<file path="src/rtl/lufpt_pkg.sv">
// Shared types, codes and constants of the least-used-first priority table.
package lufpt_pkg;

   localparam int SLOTS   = 32;
   localparam int SLOT_W  = 5;
   localparam int COUNT_W = 16;
   localparam int SLICE_W = 16;
   localparam int QC_W    = 8;

   localparam logic [COUNT_W-1:0] COUNT_MAX    = {COUNT_W{1'b1}};
   localparam logic [QC_W-1:0]    QC_RESET     = 8'd16;
   localparam logic [SLOT_W-1:0]  LAST_SLOT    = SLOT_W'(SLOTS - 1);

   localparam logic [1:0] MODE_START   = 2'd0;
   localparam logic [1:0] MODE_INHERIT = 2'd1;
   localparam logic [1:0] MODE_STOP    = 2'd2;
   localparam logic [1:0] MODE_EXPIRE  = 2'd3;

   localparam logic [1:0] STATUS_OK       = 2'd0;
   localparam logic [1:0] STATUS_BAD_SLOT = 2'd1;
   localparam logic [1:0] STATUS_BAD_PRIO = 2'd2;

   localparam logic [1:0] PRIO_NONE  = 2'd0;
   localparam logic [1:0] PRIO_LEAST = 2'd1;
   localparam logic [1:0] PRIO_OTHER = 2'd2;

   localparam logic [1:0] RD_SLOT   = 2'd0;
   localparam logic [1:0] RD_PARENT = 2'd1;
   localparam logic [1:0] RD_SCAN   = 2'd2;

   typedef struct packed {
      logic       latch;
      logic       check;
      logic       clear_use;
      logic       rd_en;
      logic [1:0] rd_sel;
      logic       update;
      logic       scan_init;
      logic       min_issue;
      logic       min_step;
      logic       idx_inc;
      logic       idx_clr;
      logic       out_single;
      logic       out_slot;
   } cmd_type;

   typedef struct packed {
      logic err;
      logic is_stop;
      logic cur_used;
      logic idx_end;
      logic last_used;
      logic out_free;
   } stat_type;

   function automatic logic slot_ok(logic [SLOT_W-1:0] s);
      return (32'(s) < SLOTS);
   endfunction

endpackage

</file>
<file path="src/rtl/lufpt_ctrl.sv">
// Sequencer: check, table update, minimum scan and result scan.
module lufpt_ctrl (
   input  logic                clock,
   input  logic                reset,
   input  logic                req_valid,
   output logic                req_stall,
   input  lufpt_pkg::stat_type stat,
   output lufpt_pkg::cmd_type  cmd
);
   import lufpt_pkg::*;

   localparam logic [2:0] ST_IDLE    = 3'd0;
   localparam logic [2:0] ST_CHECK   = 3'd1;
   localparam logic [2:0] ST_UPDATE  = 3'd2;
   localparam logic [2:0] ST_MIN     = 3'd3;
   localparam logic [2:0] ST_MIN_END = 3'd4;
   localparam logic [2:0] ST_EMIT_RD = 3'd5;
   localparam logic [2:0] ST_EMIT_WR = 3'd6;
   localparam logic [2:0] ST_SINGLE  = 3'd7;

   logic [2:0] state_ff, state_in;

   assign req_stall = (state_ff != ST_IDLE);

   always_comb begin
      state_in = state_ff;
      cmd      = '0;
      case (state_ff)
         ST_IDLE: begin
            if (req_valid) begin
               cmd.latch = 1'b1;
               state_in  = ST_CHECK;
            end
         end
         ST_CHECK: begin
            cmd.check = 1'b1;
            if (stat.err) begin
               state_in = ST_SINGLE;
            end else if (stat.is_stop) begin
               cmd.clear_use = 1'b1;
               state_in      = ST_SINGLE;
            end else begin
               cmd.rd_en  = 1'b1;
               cmd.rd_sel = RD_PARENT;
               state_in   = ST_UPDATE;
            end
         end
         ST_UPDATE: begin
            cmd.update    = 1'b1;
            cmd.scan_init = 1'b1;
            state_in      = ST_MIN;
         end
         ST_MIN: begin
            cmd.rd_en     = 1'b1;
            cmd.rd_sel    = RD_SCAN;
            cmd.min_issue = 1'b1;
            cmd.min_step  = 1'b1;
            cmd.idx_inc   = 1'b1;
            if (stat.idx_end) begin
               state_in = ST_MIN_END;
            end
         end
         ST_MIN_END: begin
            cmd.min_step = 1'b1;
            cmd.idx_clr  = 1'b1;
            state_in     = ST_EMIT_RD;
         end
         ST_EMIT_RD: begin
            if (stat.cur_used) begin
               cmd.rd_en  = 1'b1;
               cmd.rd_sel = RD_SCAN;
               state_in   = ST_EMIT_WR;
            end else if (stat.idx_end) begin
               state_in = ST_IDLE;
            end else begin
               cmd.idx_inc = 1'b1;
            end
         end
         ST_EMIT_WR: begin
            if (stat.out_free) begin
               cmd.out_slot = 1'b1;
               if (stat.last_used) begin
                  state_in = ST_IDLE;
               end else begin
                  cmd.idx_inc = 1'b1;
                  state_in    = ST_EMIT_RD;
               end
            end
         end
         ST_SINGLE: begin
            if (stat.out_free) begin
               cmd.out_single = 1'b1;
               state_in       = ST_IDLE;
            end
         end
         default: begin
            state_in = ST_IDLE;
         end
      endcase
   end

   always_ff @(posedge clock) begin
      if (reset) begin
         state_ff <= ST_IDLE;
      end else begin
         state_ff <= state_in;
      end
   end

endmodule

</file>
<file path="src/rtl/lufpt_dp.sv">
// Datapath: slot table, count and slice memories, minimum tracker, result register.
module lufpt_dp (
   input  logic                          clock,
   input  logic                          reset,
   input  lufpt_pkg::cmd_type            cmd,
   output lufpt_pkg::stat_type           stat,
   input  logic [1:0]                    req_mode,
   input  logic [lufpt_pkg::SLOT_W-1:0]  req_slot,
   input  logic [lufpt_pkg::SLOT_W-1:0]  req_parent_slot,
   input  logic [7:0]                    req_prio_cap,
   input  logic [lufpt_pkg::SLICE_W-1:0] req_quantum,
   input  logic                          csr_wr_en,
   input  logic [lufpt_pkg::QC_W-1:0]    csr_wr_data,
   output logic                          rsp_valid,
   input  logic                          rsp_stall,
   output logic [1:0]                    rsp_status,
   output logic [lufpt_pkg::SLOT_W-1:0]  rsp_out_slot,
   output logic [1:0]                    rsp_priority_res,
   output logic [lufpt_pkg::SLICE_W-1:0] rsp_out_quantum,
   output logic                          rsp_last
);
   import lufpt_pkg::*;

   logic [1:0]         mode_ff;
   logic [SLOT_W-1:0]  slot_ff;
   logic [SLOT_W-1:0]  parent_ff;
   logic [7:0]         maxp_ff;
   logic [SLICE_W-1:0] quantum_ff;
   logic [QC_W-1:0]    qc_ff;
   logic [SLOTS-1:0]   in_use_ff;
   logic [SLOT_W-1:0]  idx_ff;
   logic               pipe_vld_ff;
   logic [COUNT_W-1:0] min_ff;
   logic [1:0]         single_status_ff;

   logic [COUNT_W-1:0] cnt_mem [SLOTS];
   logic [SLICE_W-1:0] slc_mem [SLOTS];
   logic [COUNT_W-1:0] cnt_rd_ff;
   logic [SLICE_W-1:0] slc_rd_ff;

   logic               rsp_valid_ff;
   logic [1:0]         rsp_status_ff;
   logic [SLOT_W-1:0]  rsp_slot_ff;
   logic [1:0]         rsp_prio_ff;
   logic [SLICE_W-1:0] rsp_quantum_ff;
   logic               rsp_last_ff;

   logic               is_alloc;
   logic [1:0]         chk_status;
   logic [SLOT_W-1:0]  rd_addr;
   logic [SLOTS-1:0]   upper_use;
   logic               out_free;
   logic [COUNT_W-1:0] cnt_inc;

   function automatic logic req_mode_sel(logic [1:0] m);
      return m inside {MODE_START, MODE_INHERIT};
   endfunction

   assign is_alloc = (req_mode_sel(mode_ff));

   always_comb begin
      chk_status = STATUS_OK;
      if (!slot_ok(slot_ff)) begin
         chk_status = STATUS_BAD_SLOT;
      end else if (is_alloc) begin
         if (in_use_ff[slot_ff]) begin
            chk_status = STATUS_BAD_SLOT;
         end else if (maxp_ff >= qc_ff) begin
            chk_status = STATUS_BAD_PRIO;
         end else if ((mode_ff == MODE_INHERIT) &&
                      (!slot_ok(parent_ff) || !in_use_ff[parent_ff])) begin
            chk_status = STATUS_BAD_SLOT;
         end
      end else if (!in_use_ff[slot_ff]) begin
         chk_status = STATUS_BAD_SLOT;
      end
   end

   always_comb begin
      case (cmd.rd_sel)
         RD_SLOT:   rd_addr = slot_ff;
         RD_PARENT: rd_addr = (mode_ff == MODE_INHERIT) ? parent_ff : slot_ff;
         RD_SCAN:   rd_addr = idx_ff;
         default:   rd_addr = slot_ff;
      endcase
   end

   assign upper_use = in_use_ff >> idx_ff;
   assign out_free  = !rsp_valid_ff || !rsp_stall;
   assign cnt_inc   = (cnt_rd_ff == COUNT_MAX) ? cnt_rd_ff : cnt_rd_ff + 1'b1;

   assign stat.err       = (chk_status != STATUS_OK);
   assign stat.is_stop   = (mode_ff == MODE_STOP);
   assign stat.cur_used  = in_use_ff[idx_ff];
   assign stat.idx_end   = (idx_ff == LAST_SLOT);
   assign stat.last_used = (upper_use[SLOTS-1:1] == '0);
   assign stat.out_free  = out_free;

   always_ff @(posedge clock) begin
      if (cmd.latch) begin
         mode_ff    <= req_mode;
         slot_ff    <= req_slot;
         parent_ff  <= req_parent_slot;
         maxp_ff    <= req_prio_cap;
         quantum_ff <= req_quantum;
      end
      if (cmd.check) begin
         single_status_ff <= chk_status;
      end
      if (cmd.rd_en) begin
         cnt_rd_ff <= cnt_mem[rd_addr];
         slc_rd_ff <= slc_mem[rd_addr];
      end
      if (cmd.update) begin
         if (is_alloc) begin
            cnt_mem[slot_ff] <= '0;
            slc_mem[slot_ff] <= (mode_ff == MODE_INHERIT) ? slc_rd_ff : quantum_ff;
         end else begin
            cnt_mem[slot_ff] <= cnt_inc;
         end
      end
      if (cmd.scan_init) begin
         min_ff <= COUNT_MAX;
      end else if (cmd.min_step && pipe_vld_ff && (cnt_rd_ff < min_ff)) begin
         min_ff <= cnt_rd_ff;
      end
      if (cmd.out_single) begin
         rsp_status_ff  <= single_status_ff;
         rsp_slot_ff    <= '0;
         rsp_prio_ff    <= PRIO_NONE;
         rsp_quantum_ff <= '0;
         rsp_last_ff    <= 1'b1;
      end else if (cmd.out_slot) begin
         rsp_status_ff  <= STATUS_OK;
         rsp_slot_ff    <= idx_ff;
         rsp_prio_ff    <= (cnt_rd_ff == min_ff) ? PRIO_LEAST : PRIO_OTHER;
         rsp_quantum_ff <= slc_rd_ff;
         rsp_last_ff    <= stat.last_used;
      end
   end

   always_ff @(posedge clock) begin
      if (reset) begin
         qc_ff        <= QC_RESET;
         in_use_ff    <= '0;
         idx_ff       <= '0;
         pipe_vld_ff  <= 1'b0;
         rsp_valid_ff <= 1'b0;
      end else begin
         if (csr_wr_en) begin
            qc_ff <= csr_wr_data;
         end
         if (cmd.clear_use) begin
            in_use_ff[slot_ff] <= 1'b0;
         end else if (cmd.update && is_alloc) begin
            in_use_ff[slot_ff] <= 1'b1;
         end
         if (cmd.scan_init || cmd.idx_clr) begin
            idx_ff <= '0;
         end else if (cmd.idx_inc) begin
            idx_ff <= idx_ff + 1'b1;
         end
         pipe_vld_ff <= cmd.min_issue && in_use_ff[idx_ff];
         if (cmd.out_single || cmd.out_slot) begin
            rsp_valid_ff <= 1'b1;
         end else if (!rsp_stall) begin
            rsp_valid_ff <= 1'b0;
         end
      end
   end

   assign rsp_valid        = rsp_valid_ff;
   assign rsp_status       = rsp_status_ff;
   assign rsp_out_slot     = rsp_slot_ff;
   assign rsp_priority_res = rsp_prio_ff;
   assign rsp_out_quantum  = rsp_quantum_ff;
   assign rsp_last         = rsp_last_ff;

endmodule

</file>
<file path="src/rtl/least_used_first_priority_table_top.sv">
// Top level of the least-used-first priority table.
// Errors and stop: after the accept and check steps a single item is loaded into the result register.
// Start, inherit, expire: accept, check and update, then a minimum scan over all slots, then a
// result scan that skips free slots and reads and emits each in-use slot up to the highest one.
// One item at a time; a loaded result that waits on rsp_stall holds up the sequence.
// Reset (synchronous): all slots free, queue count 16, count and slice memories not cleared.
module least_used_first_priority_table_top (
   input  logic                          clock,
   input  logic                          reset,
   input  logic                          req_valid,
   output logic                          req_stall,
   input  logic [1:0]                    req_mode,
   input  logic [lufpt_pkg::SLOT_W-1:0]  req_slot,
   input  logic [lufpt_pkg::SLOT_W-1:0]  req_parent_slot,
   input  logic [7:0]                    req_prio_cap,
   input  logic [lufpt_pkg::SLICE_W-1:0] req_quantum,
   output logic                          rsp_valid,
   input  logic                          rsp_stall,
   output logic [1:0]                    rsp_status,
   output logic [lufpt_pkg::SLOT_W-1:0]  rsp_out_slot,
   output logic [1:0]                    rsp_priority_res,
   output logic [lufpt_pkg::SLICE_W-1:0] rsp_out_quantum,
   output logic                          rsp_last,
   input  logic                          csr_wr_en,
   input  logic [lufpt_pkg::QC_W-1:0]    csr_wr_data
);
   import lufpt_pkg::*;

   cmd_type  cmd;
   stat_type stat;

   lufpt_ctrl u_ctrl (
      .clock     (clock),
      .reset     (reset),
      .req_valid (req_valid),
      .req_stall (req_stall),
      .stat      (stat),
      .cmd       (cmd)
   );

   lufpt_dp u_dp (
      .clock            (clock),
      .reset            (reset),
      .cmd              (cmd),
      .stat             (stat),
      .req_mode         (req_mode),
      .req_slot         (req_slot),
      .req_parent_slot  (req_parent_slot),
      .req_prio_cap     (req_prio_cap),
      .req_quantum      (req_quantum),
      .csr_wr_en        (csr_wr_en),
      .csr_wr_data      (csr_wr_data),
      .rsp_valid        (rsp_valid),
      .rsp_stall        (rsp_stall),
      .rsp_status       (rsp_status),
      .rsp_out_slot     (rsp_out_slot),
      .rsp_priority_res (rsp_priority_res),
      .rsp_out_quantum  (rsp_out_quantum),
      .rsp_last         (rsp_last)
   );

endmodule

</file>
<file path="config.mk">
export PLATFORM = sky130hd
export DESIGN_NAME = least_used_first_priority_table_top
export DESIGN_NICKNAME = d
export VERILOG_FILES = /design/src/rtl/lufpt_pkg.sv /design/src/rtl/lufpt_ctrl.sv /design/src/rtl/lufpt_dp.sv /design/src/rtl/least_used_first_priority_table_top.sv
export SDC_FILE = /design/constraint.sdc
export NUM_CORES = 2
export LEC_CHECK = 0
export ABC_AREA = 1
export BUFFER_PORTS_ARGS = -buffer_cell sky130_fd_sc_hd__buf_4
export CORE_MARGIN = 2
export CORE_UTILIZATION = 55
export CTS_BUF_LIST = sky130_fd_sc_hd__clkbuf_4 sky130_fd_sc_hd__clkbuf_8
export DETAILED_ROUTE_END_ITERATION = 8
export PLACE_DENSITY = 0.78
export SLEW_MARGIN = 0
export SYNTH_ARGS = -nofsm -noshare
export SYNTH_HDL_FRONTEND = slang
export SYNTH_SLANG_ARGS = --single-unit
</file>
<file path="constraint.sdc">
create_clock -name clock -period 3.7 [get_ports clock]
set_input_delay 0.555 -clock clock [delete_from_list [all_inputs] [get_ports clock]]
set_output_delay 0.555 -clock clock [all_outputs]
set_load 0.02 [all_outputs]
</file>
* After elaboration in Yosys (flattened, before gate mapping)
Memory sizes are Yosys's and may differ from the RTL's. A register that Yosys moved wholly into a read port is not among the register bits. Index checks and enable logic that the tools add are counted. W data, S select, Z words.
Word-level totals: register bits after elaboration 130, memories 2, bits in read-only memories 0, output and inout port bits 28, bits in writable memories 1024, word-level logic and storage cells 137, latch bits 0, input port bits 49
Memory list:
- u_dp.cnt_mem | depth 32, width 16, rd ports 1, clocked after memory_dff 1, wr ports 1, line lufpt_dp.sv:36 | logic [COUNT_W-1:0] cnt_mem [SLOTS];
- u_dp.slc_mem | depth 32, width 16, rd ports 1, clocked after memory_dff 1, wr ports 1, line lufpt_dp.sv:37 | logic [SLICE_W-1:0] slc_mem [SLOTS];
Operators by class: add/sub/neg operators 2, equal/unequal tests 20, bitwise gates (word level) 4, order comparisons 6, shift-type cells 1, $mul 0, div/mod/pow operators 0, multiplexer cells 61, reductions and logical operators 23
Operator list (count):
- $mux W32 | 2
- $mux W16 | 3
- $mux W3 | 11
- $and A32 B32 Y32 | 1
- $not A32 Y32 | 1
- $or A32 B32 Y32 | 1
- $shr A32 B5 Y32 | 1
- $logic_not A31 Y1 | 1
- $mux W1 | 27
- $pmux W3 S8 | 1
- $lt A5 B6 Y1 const B | 3
- $add A16 B1 Y16 const B | 1
- $eq A16 B16 Y1 | 1
- $eq A16 B16 Y1 const B | 1
- $lt A16 B16 Y1 | 1
- $mux W2 | 8
- $bmux W1 S5 | 3
- $eq A3 B3 Y1 const B | 4
- $pmux W5 S2 | 1
- $pmux W3 S3 | 1
- $ge A8 B8 Y1 | 1
- $reduce_bool A2 Y1 | 4
- $eq A3 B2 Y1 const B | 2
- $logic_and A1 B1 Y1 | 6
- 21 further kinds | 31

* Logic depth before layout (Yosys ltp)
depth after elaboration 13, gate-level depth with buffers 30, gate-level depth less buffers 26

* By module
A second synthesis with hierarchy kept.
Second synthesis, totals: cells, all modules 4832, area, all modules 52121.2 um^2
Modules (own cells, without submodules):
- lufpt_dp | seq. area each 34653.2 um^2, area each 51719.6 um^2, instances 1, cells an instance 4759
- lufpt_ctrl | seq. area each 60.1 um^2, area each 401.6 um^2, instances 1, cells an instance 73

* Least setup slack after synthesis
Ideal clock, no wire load.
kind flip-flop to flip-flop, from register u_dp.slot_ff[0], to register u_dp.slc_rd_ff[1] (read register of u_dp.slc_mem), data pin, clock period less this slack 3555 ps, cell stages (with the launch flop) 29, setup time 255 ps, data required time 3445 ps, arrival time 3300 ps, slack 145 ps, path buffers 4, cells stage by stage edfxtp_1 -> buf_4 -> buf_2 -> nand2_1 -> o21ai_0 -> nand2_1 -> nand2_1 -> nand2_1 -> nand2_1 -> nor2_1 -> nand2_1 -> nor2_1 -> nand3_1 -> nand2_2 -> nand3_1 -> nor2_1 -> ha_1 -> inv_1 -> o21ai_2 -> nand2_1 -> nand2_4 -> buf_4 -> clkbuf_1 -> or2_2 -> o211ai_1 -> o211ai_1 -> nand3_1 -> nand3_1 -> and2_1
Between the ends: cells in the longest elaborated chain, start to end 9, elaborated cells between the ends (all ways) 12, those cells by class eq/ne (2); mux (9); reduce/logical (1)
Ends and longest elaborated chain:
- from (decl) | line lufpt_dp.sv:25 | logic [SLOT_W-1:0] slot_ff;
- from (signal assigned) | line lufpt_dp.sv:102 | slot_ff <= req_slot;
- $bmux W1 S5 | line lufpt_dp.sv:66, lufpt_dp.sv:74
- $mux W1 (not written as such) | line lufpt_dp.sv:66, lufpt_dp.sv:74
- $mux W1 or $mux W2 (tied branches) | line lufpt_dp.sv:74, lufpt_dp.sv:66
- $mux W2 | line lufpt_dp.sv:65 | end else if (is_alloc) begin
- $reduce_bool A2 Y1 | line lufpt_dp.sv:92 | assign stat.err = (chk_status != STATUS_OK);
- $mux W4 | line lufpt_ctrl.sv:37 | if (stat.err) begin
- $pmux W3 S3 | line lufpt_ctrl.sv:28 | case (state_ff)
- $eq A2 B2 Y1 or $eq A2 B1 Y1 (tied branches) | line lufpt_dp.sv:80 | case (cmd.rd_sel)
- $pmux W5 S2 | line lufpt_dp.sv:80
- to (decl) | line lufpt_dp.sv:39 | logic [SLICE_W-1:0] slc_rd_ff;
Several ways; a longest one is shown, not always the timed one. The select of a mux whose other input is x is not followed. A chain may end at the register's enable or synchronous reset.

* Worst setup path after layout
from register u_dp.slot_ff[2], to register u_dp.slc_rd_ff[2] (read register of u_dp.slc_mem), data pin
Same word-level chain as after synthesis.

==> impl_results.md <==
* Status: finished, violations left
* Failing checks: setup timing
* Die area at 0.0927 mm^2
* Switch Pwr at 16.3 mW
* Total Routing Usage GR at 31.6%
* Commonest cells after routing, fill and taps aside: edfxtp_1 (1,096), o211ai_1 (539), buf_4 (396)
* Drt pass-1 iters at 8
* Clock Tree Buf Depth at 3
* Peak Freq at 234 MHz
* Flops & latches, synth at 1,186
* Endpoints failing setup at 32
* Synth-to-Final Area Change at 22.2%
* Number of cells after detailed placement at 5,402
* Cells after Synth at 4,024
* Clk_lat worst skew at 0.86 ns
* Clock-pin slew on the worst setup and hold paths at 0.07 ns
* DR vias/cell at 6.41
* Initial antenna violation count at 6
* Setup CP Type: flip-flop to flip-flop
* Combinational power share at 38.4%
* GP Congestion at 0.963
* Slew @ Worst Pin at 1.39 ns
* Element type at the critical path end: flip-flop
* Fin. max-slew vios at 0
* Area of the core at 0.0897 mm^2
* Die height at 305 um
* Setup TNS at -13.60 ns
* Worst Path Required at 4.41 ns
* Cell Int Power at 28.6 mW
* Io pins at 77
* Post-synth top area share at 66.3%
* Largest net degree at the start of global routing at 55
* Synthesized area at 0.0497 mm^2
* First-pass GRT wire length at 221,000 um
* Routed WL at 152,000 um
* Pwr/cell area at 739 mW/mm^2
* Min-Delay Path Class: input pin to flip-flop
* Yosys warns at 0
* Post-route setup slack at -0.574 ns
* Worst vdd ir at 0.566 mV
* Switching Share at 36.3%
* Proportion of layout cells with a drive suffix above 1 at 24.1%
* Net Count, Synth at 4,102
* Port Buffers at 76
* Post-DP HPWL at 85,200 um
* Worst-path maximum fanout at 6
* RSZ-0062 raised after global routing: true
* Fin cells at 5,850
* DR DRC count at 0
* Clock skew at 0.0316 ns
* TritonCTS clock tree: done
* Final critical path time including I/O delays and setup at 4.27 ns
* Worst setup SP type: flip-flop
* CTS buffer count at 174
* Final Hold Fails at 0
* Drt wl/cell at 25.9 um
* Placement Rows at 110
* Sequential Power Share at 37.1%
* Tcrit/Tclk final at 116%
* Pleak at 21.2 nW
* Ranking of synthesized cells by area: edfxtp_1 (66%), o211ai_1 (8.1%), dfxtp_1 (3.6%), nand3_1 (3.0%), nor2_1 (2.9%)
* Clock Sinks at 1,186
* Initial DRC count at 6,121
* Final nets at 4,601
* Initial Util at 55.4%
* Most common cell after layout, fill and taps aside: edfxtp_1
* Via count at 37,500
* Fill cells at 5,641
* Antenna-violating nets left at 0
* Max_slew headroom at 7.40%
* Die width at 305 um
* Crit path arrival time at 4.99 ns
* CTS Root Cell: clkbuf_8
* Largest area contributor in the netlist: edfxtp_1
* Total congestion overflow at 0
* Yosys cell types at 44
* Avg Inst Size Synth at 12.3 um^2
* Clock Power Share at 24.5%
* Number of global-route vias before repair at 36,400
* Max Cap Viol at 0
* Dpl ws at -0.664 ns
* H-tree levels at 4
* Sequential fraction of the synthesis area at 69.9%
-- path summary, 6_finish.rpt --
check	from	to	slack, ns	cells past startpoint
worst min-delay path	rsp_stall	u_dp.rsp_valid	0.11	3
worst min register to register	u_dp.rsp_out_quantum[11]	u_dp.rsp_out_quantum[11]	0.47	2
worst max register to register	u_dp.slot_ff[2]	u_dp.slc_rd_ff[2]	-0.57	27
worst max-delay path	u_dp.slot_ff[2]	u_dp.slc_rd_ff[2]	-0.57	27
-- state kept, by name, indices dropped and copies added, names as in the netlist, 3 cells and up, named ones only --
| register | flops |
|---|---|
| u_dp.parent_ff | 5 |
| u_dp.cnt_mem | 512 |
| u_dp.slc_rd_ff | 16 |
| u_dp.slc_mem | 512 |
| u_ctrl.state_ff | 3 |
| u_dp.idx_ff | 5 |
| u_dp.qc_ff | 8 |
| u_dp.min_ff | 16 |
| u_dp.slot_ff | 5 |
| u_dp.rsp_out_slot | 5 |
| u_dp.cnt_rd_ff | 16 |
| u_dp.maxp_ff | 8 |
| u_dp.rsp_out_quantum | 16 |
| u_dp.quantum_ff | 16 |
-- cells by family after synthesis --
logic type | share of synthesized area (%)
AO/OA/AOI/OAI | 12.7
XOR/XNOR | 0.159
adder cells (fa/ha/maj) | 0.730
buffers and inverters | 3.52
flip-flops | 69.9
AND/OR/NAND/NOR | 13.0
-- area by class of cell --
cell class | count | area, um^2 | area share [%]
flip-flops and latches | 1186 | 34700 | 57.2
multi-input cells | 2414 | 14000 | 23.1
repair buffers | 585 | 6210 | 10.2
clock buffers | 249 | 3020 | 4.98
well taps | 1176 | 1470 | 2.42
inverters | 158 | 643 | 1.06
clock inverters | 77 | 567 | 0.934
repair inverters | 4 | 41.3 | 0.0680
diodes | 1 | 2.50 | 0.00412
-- power by group through the flow --
stage	Clock, mW	Combinational [mW]	Sequential (mW)
floorplan	0	7.71	16.8
global placement	0	13.5	16.9
detailed placement	0	13.9	16.9
CTS	10.8	15.8	16.6
global route	11.5	18.1	16.7
finish	11.0	17.2	16.6
-- Yosys cell counts (all sizes together) --
library cell  instances
o22ai                 6
a22o                  1
a2111oi               1
and2                 32
xor2                  9
a21oi                65
nor3                 29
o21a                  2
o21ai               362
nand2               369
o211ai              539
dfxtp                90
nand3               298
nand4                17
clkinv                5
clkbuf              151
ha                   29
a22oi                 1
nor4                  1
nor2                388
a31oi                 3
o2111a                1
inv                 153
o41ai                 1
nand3b                3
or2                 256
buf                 115
edfxtp             1096
o221ai                1
-- critical path, cell delays in order, from the launching register on --
cell and delay (ns):
edfxtp_1 0.50, buf_4 0.19, nor3_1 0.36, nand2_1 0.12, nand2_2 0.11, nor2_4 0.05, nand2_4 0.08, buf_4 0.11
nand2_1 0.05, nand2_2 0.09, nand3_4 0.08, nor2_4 0.15, ha_4 0.19, inv_2 0.05, o21ai_4 0.14, buf_6 0.12
inv_4 0.04, o22ai_4 0.17, buf_12 0.19, buf_12 0.15, buf_6 0.11, clkbuf_16 0.13, buf_4 0.11, o21ai_0 0.09
o211ai_1 0.27, nand3_1 0.18, nand3_2 0.15, and2_4 0.16
-- what timing repair did --
| action | 4_1_cts | 5_1_grt |
|---|---|---|
| setup endpoints to repair | 32 | 96 |
| setup buffers | 34 | 12 |
| resized for setup | 143 | 93 |
| pin swaps | 85 | 100 |
| endpoints found under the hold margin | 46 | 1 |
| cloned | 23 | 8 |
| hold buffers | 47 | 1 |
-- metrics by stage --
step / utilization [%] / cell area [um^2] / hold WS, ns / total power, mW
global placement: 60.8 / 54600 / 0.445 / 30.3
finish: 67.6 / 60700 / 0.108 / 44.9
global route: 67.6 / 60700 / 0.0879 / 46.3
CTS: 67.0 / 60100 / 0.0107 / 43.3
floorplan: - / 49700 / 0.435 / 24.5
detailed placement: 60.8 / 54600 / 0.449 / 30.8
-- per-layer routing --
metal	vias up	share of wire, %	track usage, %
met3	519	14	7.36
met2	3031	46	49.2
met4	8	4.2	13.4
met1	18000	36	42.9
met5	-	0.038	0
li1	16000	-	-
(Power assumes the default switching activity.)
